File: src/design/assert_macros.svh
// Assertion macros used by keypad_code_lock_core.
// Standalone header, no dependencies.
`ifndef ASSERT_MACROS_SVH
`define ASSERT_MACROS_SVH

// Clocked check, disabled while reset is asserted.
`define KCL_ASSERT(name, clk, rst_n, prop, msg) \
    name: assert property (@(posedge clk) disable iff (!rst_n) prop) else $error(msg);

// Clocked check that also holds during reset.
`define KCL_ASSERT_ALWAYS(name, clk, prop, msg) \
    name: assert property (@(posedge clk) prop) else $error(msg);

`endif

File: src/design/kcl_pkg.sv
// Types and constants for the keypad code lock.
// No dependencies; used by kcl_ctrl and keypad_code_lock_core.
package kcl_pkg;

    typedef enum logic [1:0] {
        MODE_IDLE     = 2'd0,
        MODE_ENTER    = 2'd1,
        MODE_UNLOCKED = 2'd2,
        MODE_CHANGE   = 2'd3
    } mode_t;

    localparam logic [2:0] FUNC_TICK   = 3'd0;
    localparam logic [2:0] FUNC_DIGIT  = 3'd1;
    localparam logic [2:0] FUNC_CLEAR  = 3'd2;
    localparam logic [2:0] FUNC_CHANGE = 3'd3;
    localparam logic [2:0] FUNC_OPEN   = 3'd4;

    localparam logic [7:0] TIMEOUT_RESET = 8'd100;
    localparam logic [7:0] TICK_MAX      = 8'hff;
    localparam logic [7:0] TICK_STEP     = 8'h01;
    localparam logic [3:0] RESET_DIGIT   = 4'd8;
    localparam logic [3:0] DIGIT_MAX     = 4'd9;

    typedef struct packed {
        mode_t      mode;
        logic       relay;
        logic       error;
        logic [2:0] digits;
    } lock_status_t;

endpackage

File: src/design/kcl_ctrl.sv
// Lock state registers and single-pass next-state logic for one word.
// Depends on kcl_pkg.
module kcl_ctrl #(
    parameter int CODE_LEN = 6
) (
    input  logic                 aclk,
    input  logic                 aresetn,
    input  logic                 step_en,
    input  logic [2:0]           func,
    input  logic [3:0]           digit,
    input  logic                 cfg_we,
    input  logic [7:0]           cfg_data,
    output kcl_pkg::lock_status_t status_next
);
    import kcl_pkg::*;

    localparam int CNT_W = $clog2(CODE_LEN + 1);
    localparam logic [CNT_W-1:0] CNT_FULL = CNT_W'(CODE_LEN);
    localparam logic [CNT_W-1:0] CNT_ONE  = CNT_W'(1);

    mode_t            mode_reg, mode_next;
    logic [CNT_W-1:0] cnt_reg, cnt_next;
    logic [7:0]       tick_reg, tick_next;
    logic             err_reg, err_next;
    logic [7:0]       timeout_reg;
    logic [3:0]       entry_reg [CODE_LEN];
    logic [3:0]       entry_next [CODE_LEN];
    logic [3:0]       code_reg [CODE_LEN];
    logic [3:0]       code_next [CODE_LEN];
    logic             match;
    logic [CNT_W+2:0] cnt_ext;

    always_comb begin
        match = 1'b1;
        for (int k = 0; k < CODE_LEN; k++) begin
            if (entry_reg[k] != code_reg[k]) begin
                match = 1'b0;
            end
        end
    end

    always_comb begin
        mode_next  = mode_reg;
        cnt_next   = cnt_reg;
        tick_next  = tick_reg;
        err_next   = err_reg;
        entry_next = entry_reg;
        code_next  = code_reg;
        case (func)
            FUNC_TICK: begin
                if (mode_reg == MODE_ENTER || mode_reg == MODE_UNLOCKED) begin
                    tick_next = tick_reg + TICK_STEP;
                end
                if (mode_reg == MODE_ENTER && cnt_reg == CNT_FULL && !err_reg) begin
                    if (match) begin
                        cnt_next  = '0;
                        mode_next = MODE_UNLOCKED;
                    end else begin
                        err_next = 1'b1;
                    end
                    tick_next = '0;
                end
                if (tick_next == timeout_reg) begin
                    if (err_next) begin
                        cnt_next  = '0;
                        mode_next = MODE_IDLE;
                        err_next  = 1'b0;
                    end
                    if (mode_next == MODE_UNLOCKED) begin
                        mode_next = MODE_IDLE;
                        cnt_next  = '0;
                    end
                end
                if (tick_next == TICK_MAX) begin
                    tick_next = '0;
                end
            end
            FUNC_DIGIT: begin
                if ((mode_reg == MODE_ENTER || mode_reg == MODE_CHANGE) &&
                    cnt_reg < CNT_FULL && digit <= DIGIT_MAX) begin
                    for (int k = 0; k < CODE_LEN; k++) begin
                        if (cnt_reg == CNT_W'(k)) begin
                            entry_next[k] = digit;
                        end
                    end
                    cnt_next = cnt_reg + CNT_ONE;
                end
            end
            FUNC_CLEAR: begin
                if ((mode_reg == MODE_ENTER || mode_reg == MODE_CHANGE) && !err_reg) begin
                    cnt_next = '0;
                end
            end
            FUNC_CHANGE: begin
                if (mode_reg == MODE_UNLOCKED) begin
                    mode_next = MODE_CHANGE;
                end else if (mode_reg == MODE_CHANGE && cnt_reg == CNT_FULL) begin
                    code_next = entry_reg;
                    cnt_next  = '0;
                    mode_next = MODE_UNLOCKED;
                    tick_next = '0;
                end
            end
            FUNC_OPEN: begin
                if (mode_reg == MODE_IDLE) begin
                    mode_next = MODE_ENTER;
                end
            end
            default: begin
            end
        endcase
    end

    assign cnt_ext            = {3'b000, cnt_next};
    assign status_next.mode   = mode_next;
    assign status_next.relay  = (mode_next == MODE_UNLOCKED || mode_next == MODE_CHANGE);
    assign status_next.error  = err_next;
    assign status_next.digits = cnt_ext[2:0];

    always_ff @(posedge aclk) begin
        if (!aresetn) begin
            mode_reg <= MODE_IDLE;
            cnt_reg  <= '0;
            tick_reg <= '0;
            err_reg  <= 1'b0;
            for (int k = 0; k < CODE_LEN; k++) begin
                entry_reg[k] <= '0;
                code_reg[k]  <= RESET_DIGIT;
            end
        end else if (step_en) begin
            mode_reg  <= mode_next;
            cnt_reg   <= cnt_next;
            tick_reg  <= tick_next;
            err_reg   <= err_next;
            entry_reg <= entry_next;
            code_reg  <= code_next;
        end
    end

    always_ff @(posedge aclk) begin
        if (!aresetn) begin
            timeout_reg <= TIMEOUT_RESET;
        end else if (cfg_we) begin
            timeout_reg <= cfg_data;
        end
    end

endmodule

File: src/design/keypad_code_lock_core.sv
// Keypad code lock top level: input/result handshakes and result register.
// Depends on kcl_pkg, kcl_ctrl and assert_macros.svh.
//
// Use: each input word (s_func, s_digit) is a timer tick or one debounced
// key event: digit, clear, change code or open entry. Every accepted word
// yields exactly one result word: lock_mode, relay_on, error_flag and
// digits_entered, reflecting the state after that word.
// Result: registered, valid in the cycle after accept.
// Throughput: one word per cycle unless a pending result is stalled; the
// state update is one combinational pass from the lock registers into the
// result register. s_ready = !m_valid || m_ready, so a new word is taken in
// the same cycle the pending result is taken. When the receiver stalls, the
// result is held and no further word is accepted until it is taken.
// Config: cfg_data (timeout_ticks) is written whenever cfg_valid is high;
// cfg_ready is always high. Write only while the block is idle.
// Reset (aresetn low, synchronous): idle mode, empty buffer, code 888888,
// timeout 100 ticks, no result pending.
module keypad_code_lock_core #(
    parameter int CODE_LEN = 6
) (
    input  logic       aclk,
    input  logic       aresetn,
    input  logic       s_valid,
    output logic       s_ready,
    input  logic [2:0] s_func,
    input  logic [3:0] s_digit,
    output logic       m_valid,
    input  logic       m_ready,
    output logic [1:0] m_lock_mode,
    output logic       m_relay_on,
    output logic       m_error_flag,
    output logic [2:0] m_digits_entered,
    input  logic       cfg_valid,
    output logic       cfg_ready,
    input  logic [7:0] cfg_data
);
    import kcl_pkg::*;
    `include "assert_macros.svh"

    logic         m_valid_reg;
    lock_status_t result_reg;
    lock_status_t status_next;
    logic         step_en;

    assign s_ready   = !m_valid_reg || m_ready;
    assign step_en   = s_valid && s_ready;
    assign cfg_ready = 1'b1;

    kcl_ctrl #(
        .CODE_LEN(CODE_LEN)
    ) u_ctrl (
        .aclk       (aclk),
        .aresetn    (aresetn),
        .step_en    (step_en),
        .func       (s_func),
        .digit      (s_digit),
        .cfg_we     (cfg_valid && cfg_ready),
        .cfg_data   (cfg_data),
        .status_next(status_next)
    );

    always_ff @(posedge aclk) begin
        if (!aresetn) begin
            m_valid_reg <= 1'b0;
        end else if (step_en) begin
            m_valid_reg <= 1'b1;
        end else if (m_ready) begin
            m_valid_reg <= 1'b0;
        end
    end

    always_ff @(posedge aclk) begin
        if (step_en) begin
            result_reg <= status_next;
        end
    end

    assign m_valid          = m_valid_reg;
    assign m_lock_mode      = result_reg.mode;
    assign m_relay_on       = result_reg.relay;
    assign m_error_flag     = result_reg.error;
    assign m_digits_entered = result_reg.digits;

    `KCL_ASSERT_ALWAYS(a_reset_clears_out, aclk, !aresetn |=> !m_valid, "result valid after reset")
    `KCL_ASSERT(a_accept_gives_result, aclk, aresetn, step_en |=> m_valid, "accepted word lost")
    `KCL_ASSERT(a_relay_mode, aclk, aresetn, m_valid |-> (m_relay_on == (m_lock_mode == MODE_UNLOCKED || m_lock_mode == MODE_CHANGE)), "relay disagrees with mode")
    `KCL_ASSERT(a_error_in_entry, aclk, aresetn, (m_valid && m_error_flag) |-> (m_lock_mode == MODE_ENTER), "error outside entry mode")

endmodule

File: config.mk
export PLATFORM = sky130hd
export DESIGN_NAME = keypad_code_lock_core
export DESIGN_NICKNAME = d
export VERILOG_FILES = /design/src/design/kcl_pkg.sv /design/src/design/kcl_ctrl.sv /design/src/design/keypad_code_lock_core.sv
export VERILOG_INCLUDE_DIRS = /design/src /design/src/design
export SDC_FILE = /design/constraint.sdc
export NUM_CORES = 1
export LEC_CHECK = 0
export BUFFER_PORTS_ARGS = -buffer_cell sky130_fd_sc_hd__buf_2
export CAP_MARGIN = 20
export CELL_PAD_IN_SITES_DETAIL_PLACEMENT = 0
export CELL_PAD_IN_SITES_GLOBAL_PLACEMENT = 1
export CORE_MARGIN = 2
export CORE_UTILIZATION = 47
export CTS_BUF_LIST = sky130_fd_sc_hd__clkbuf_2 sky130_fd_sc_hd__clkbuf_4 sky130_fd_sc_hd__clkbuf_8
export DETAILED_ROUTE_END_ITERATION = 7
export HOLD_SLACK_MARGIN = 0.15
export PLACE_DENSITY_LB_ADDON = 0.15
export SYNTH_ARGS = -nofsm -noshare
export SYNTH_HDL_FRONTEND = slang
export SYNTH_HIERARCHICAL = 1
export SYNTH_SLANG_ARGS = --single-unit
File: constraint.sdc
create_clock -name aclk -period 4.4 [get_ports aclk]
set_clock_uncertainty 0.15 [all_clocks]
set_input_delay 0.66 -clock aclk [delete_from_list [all_inputs] [get_ports aclk]]
set_output_delay 0.66 -clock aclk [all_outputs]
set_load 0.01 [all_outputs]
==> flow_metrics.env <==
export IMPL_outcome="finished clean"
export IMPL_cts_buffers=9
export IMPL_hpwl_microns=6650
export IMPL_combinationalPowerShare=0.080
export IMPL_maxSlewViolCount=0
export IMPL_dieArea_sq_um=9320
export IMPL_crit_path_start="u_ctrl/cnt_reg[0]"
export IMPL_fin_tns_setup_ns=0
export IMPL_seq_area_frac_synth=0.405
export IMPL_final_common_cell="nand2_1"
export IMPL_ios=30
export IMPL_fin_util=0.534
export IMPL_synth_seq_cells=78
export IMPL_synth_avg_cell_area_sq_um=8.18
export IMPL_die_h_microns=96.6
export IMPL_syn_area_sq_um=4030
export IMPL_finalSetupViolCount=0
export IMPL_synthDistinctLibCells=65
export IMPL_critPathMaxFanout=13
export IMPL_worst_ep_arrival_time_ns=3.38
export IMPL_diodes=0
export IMPL_async_flop_share=0
export IMPL_cts_setup_buffers=0
export IMPL_reg2reg_slack_ns=0.97
export IMPL_critPathTopFamily="compound AO/OA/AOI/OAI gates"
export IMPL_gp_congestion=0.888
export IMPL_clockRootBuffer="clkbuf_8"
export IMPL_antenna_found_initial=0
export IMPL_stdcell_count=616
export IMPL_worstSkewPairLatency_ns=0.35
export IMPL_cp_end_kind="register"
export IMPL_final_cell_mix="nand2_1, dfxtp_1, a21oi_1"
export IMPL_drt_iter0_markers=155
export IMPL_use_met1=0.318
export IMPL_drcViolationCount=0
export IMPL_min_period_over_period=0.779
export IMPL_slew_headroom=0.339
export IMPL_cpMaxStageDelayCell="nand4b_1"
export IMPL_clockBufferDepth=2
export IMPL_synthCells=492
export IMPL_vias=3521
export IMPL_wl_per_cell_microns=15.7
export IMPL_max_cap_violations=0
export IMPL_crit_buf_inv=1
export IMPL_swShare=0.260
export IMPL_synth_top_area_frac=0.353
export IMPL_grt_busiest_layer="met2"
export IMPL_yosysTopAreaCell="dfxtp_1"
export IMPL_clk_pin_slew_ns=0.08
export IMPL_internal_power_w=0.00104
export IMPL_start_util=0.488
export IMPL_dieWidth_microns=96.6
export IMPL_route_antenna_remaining_nets=0
export IMPL_fin_nets=536
export IMPL_p_per_area_nw_per_um2=319
export IMPL_vias_per_cell=5.72
export IMPL_use_met2=0.343
export IMPL_min_from="u_ctrl/code_reg[22]"
export IMPL_grt_overflow_total=0
export IMPL_drt_first_pass_iters=5
export IMPL_total_power_w=0.00141
export IMPL_yosys_warnings=6
export IMPL_ys_top_cells_by_area="dfxtp_1, nand2_1, a21oi_1"
export IMPL_cp_start_kind="register"
export IMPL_critPathKind="register to register"
export IMPL_synthFlopType="dfxtp_1"
export IMPL_io_buffers=28
export IMPL_power_clock_fraction=0.394
export IMPL_cts_sinks=78
export IMPL_placementRows=33
export IMPL_rsz0062_at_grt="false"
export IMPL_cts_tree="built"
export IMPL_fmax_ghz=0.292
export IMPL_htree_levels=3
export IMPL_max_stage_delay_ns=0.52
export IMPL_grt_start_max_net_pins=51
export IMPL_worstMarginPinSlew_ns=0.992
export IMPL_grt_use_total=0.223
export IMPL_p_leak_nw=1.77
export IMPL_hold_viol_final=0
export IMPL_syn_nets=522
export IMPL_seq_power_share=0.526
export IMPL_worstPathRequired_ns=4.35
export IMPL_cts_hold_buf=0
export IMPL_min_path_type="register to register"
export IMPL_cts_resized=0
export IMPL_grt_pass1_vias=3200
export IMPL_synth_edf_count=7
export IMPL_grt_first_pass_wirelength_microns=15800
export IMPL_wirelength_microns=9670
export IMPL_path_cells="inv_1, ha_1, nand4b_1, o21ai_1, xor2_1, o2111ai_1, a2111o_1, a21oi_1, a211oi_1"
export IMPL_core_area_sq_um=8260
export IMPL_power_net_switching_w=0.000365
export IMPL_drive_above_1_share=0.123
export IMPL_worstReg2RegStart="u_ctrl/cnt_reg[0]"
export IMPL_use_met3=0.0380
export IMPL_post_route_min_period_ns=3.43
export IMPL_place_inst=599
export IMPL_area_growth_pct=9.57
export IMPL_ir_worst_vdd_uv=258
-- cells in the mapped netlist, types with 3 or more instances --
cell / instances
nor2_1: 22
xor2_1: 28
mux2i_1: 12
inv_1: 13
nand2_1: 104
edfxtp_1: 7
nand4_1: 7
a21o_1: 6
clkbuf_1: 21
a22oi_1: 3
o211ai_1: 6
nor3_1: 7
nand3_1: 35
or2_2: 3
buf_2: 5
a211oi_1: 3
nor4_1: 6
a31oi_1: 5
o21ai_0: 13
ha_1: 10
a21oi_1: 49
nor2b_1: 4
dfxtp_1: 71
-- kinds of logic (layout without fill, tap and decap cells) --
kind of cell / count (synthesis) / in the layout / synth area share
muxes: 13 / 13 / 0.0326
other: 1 / 1 / 0.000931
and+or+nand+nor: 209 / 209 / 0.249
buffers and inverters: 42 / 61 / 0.0426
xor gates and xnor gates: 30 / 30 / 0.0653
AOI/OAI and AO/OA: 109 / 109 / 0.174
adders and majority gates: 10 / 10 / 0.0311
DFF: 78 / 78 / 0.405
-- worst min-delay path: stages (launching register included) --
cell,delay (ns)
dfxtp_1,0.32
nand2_1,0.05
a21oi_1,0.05
-- cell type report --
class	count	area, sq um
fillers	812	3850
well taps	105	131
inverters	13	48.8
clock buffers	10	131
clock inverters	6	71.3
flip-flops and latches	78	1630
repair buffers	32	174
multi-input cells	372	2220
-- power groups by stage --
stage                     sequential, W  combinational, W  clock, W
after floorplan                0.000756         0.0000748         0
after global placement         0.000755          0.000110         0
after detailed placement       0.000756          0.000112         0
after CTS                      0.000739          0.000112  0.000568
after global routing           0.000741          0.000126  0.000597
final                          0.000739          0.000112  0.000553
-- per-stage QoR --
stage          area (sq um)  setup WS (ns)  hold WS [ns]
2_1_floorplan          4030           1.35         0.298
3_3_place_gp           4200           1.15         0.303
3_5_place_dp           4200           1.04         0.309
4_1_cts                4400           1.03         0.321
5_1_grt                4410          0.713         0.338
6_report               4410          0.974         0.319
-- layer usage --
| layer | share of wire | vias to the layer above |
|---|---|---|
| li1 | - | 1757 |
| met1 | 0.50 | 1652 |
| met2 | 0.44 | 103 |
| met3 | 0.049 | 9 |
| met4 | 0.012 | 0 |
| met5 | 0 | - |
-- worst paths after layout --
| path | cells past startpoint | to |
|---|---|---|
| hold reg to reg | 2 | u_ctrl/code_reg[22] |
| setup / recovery | 9 | m_relay_on |
| setup reg to reg | 9 | m_relay_on |
| hold / removal | 2 | u_ctrl/code_reg[22] |
Power figures use the tool's default switching activity.
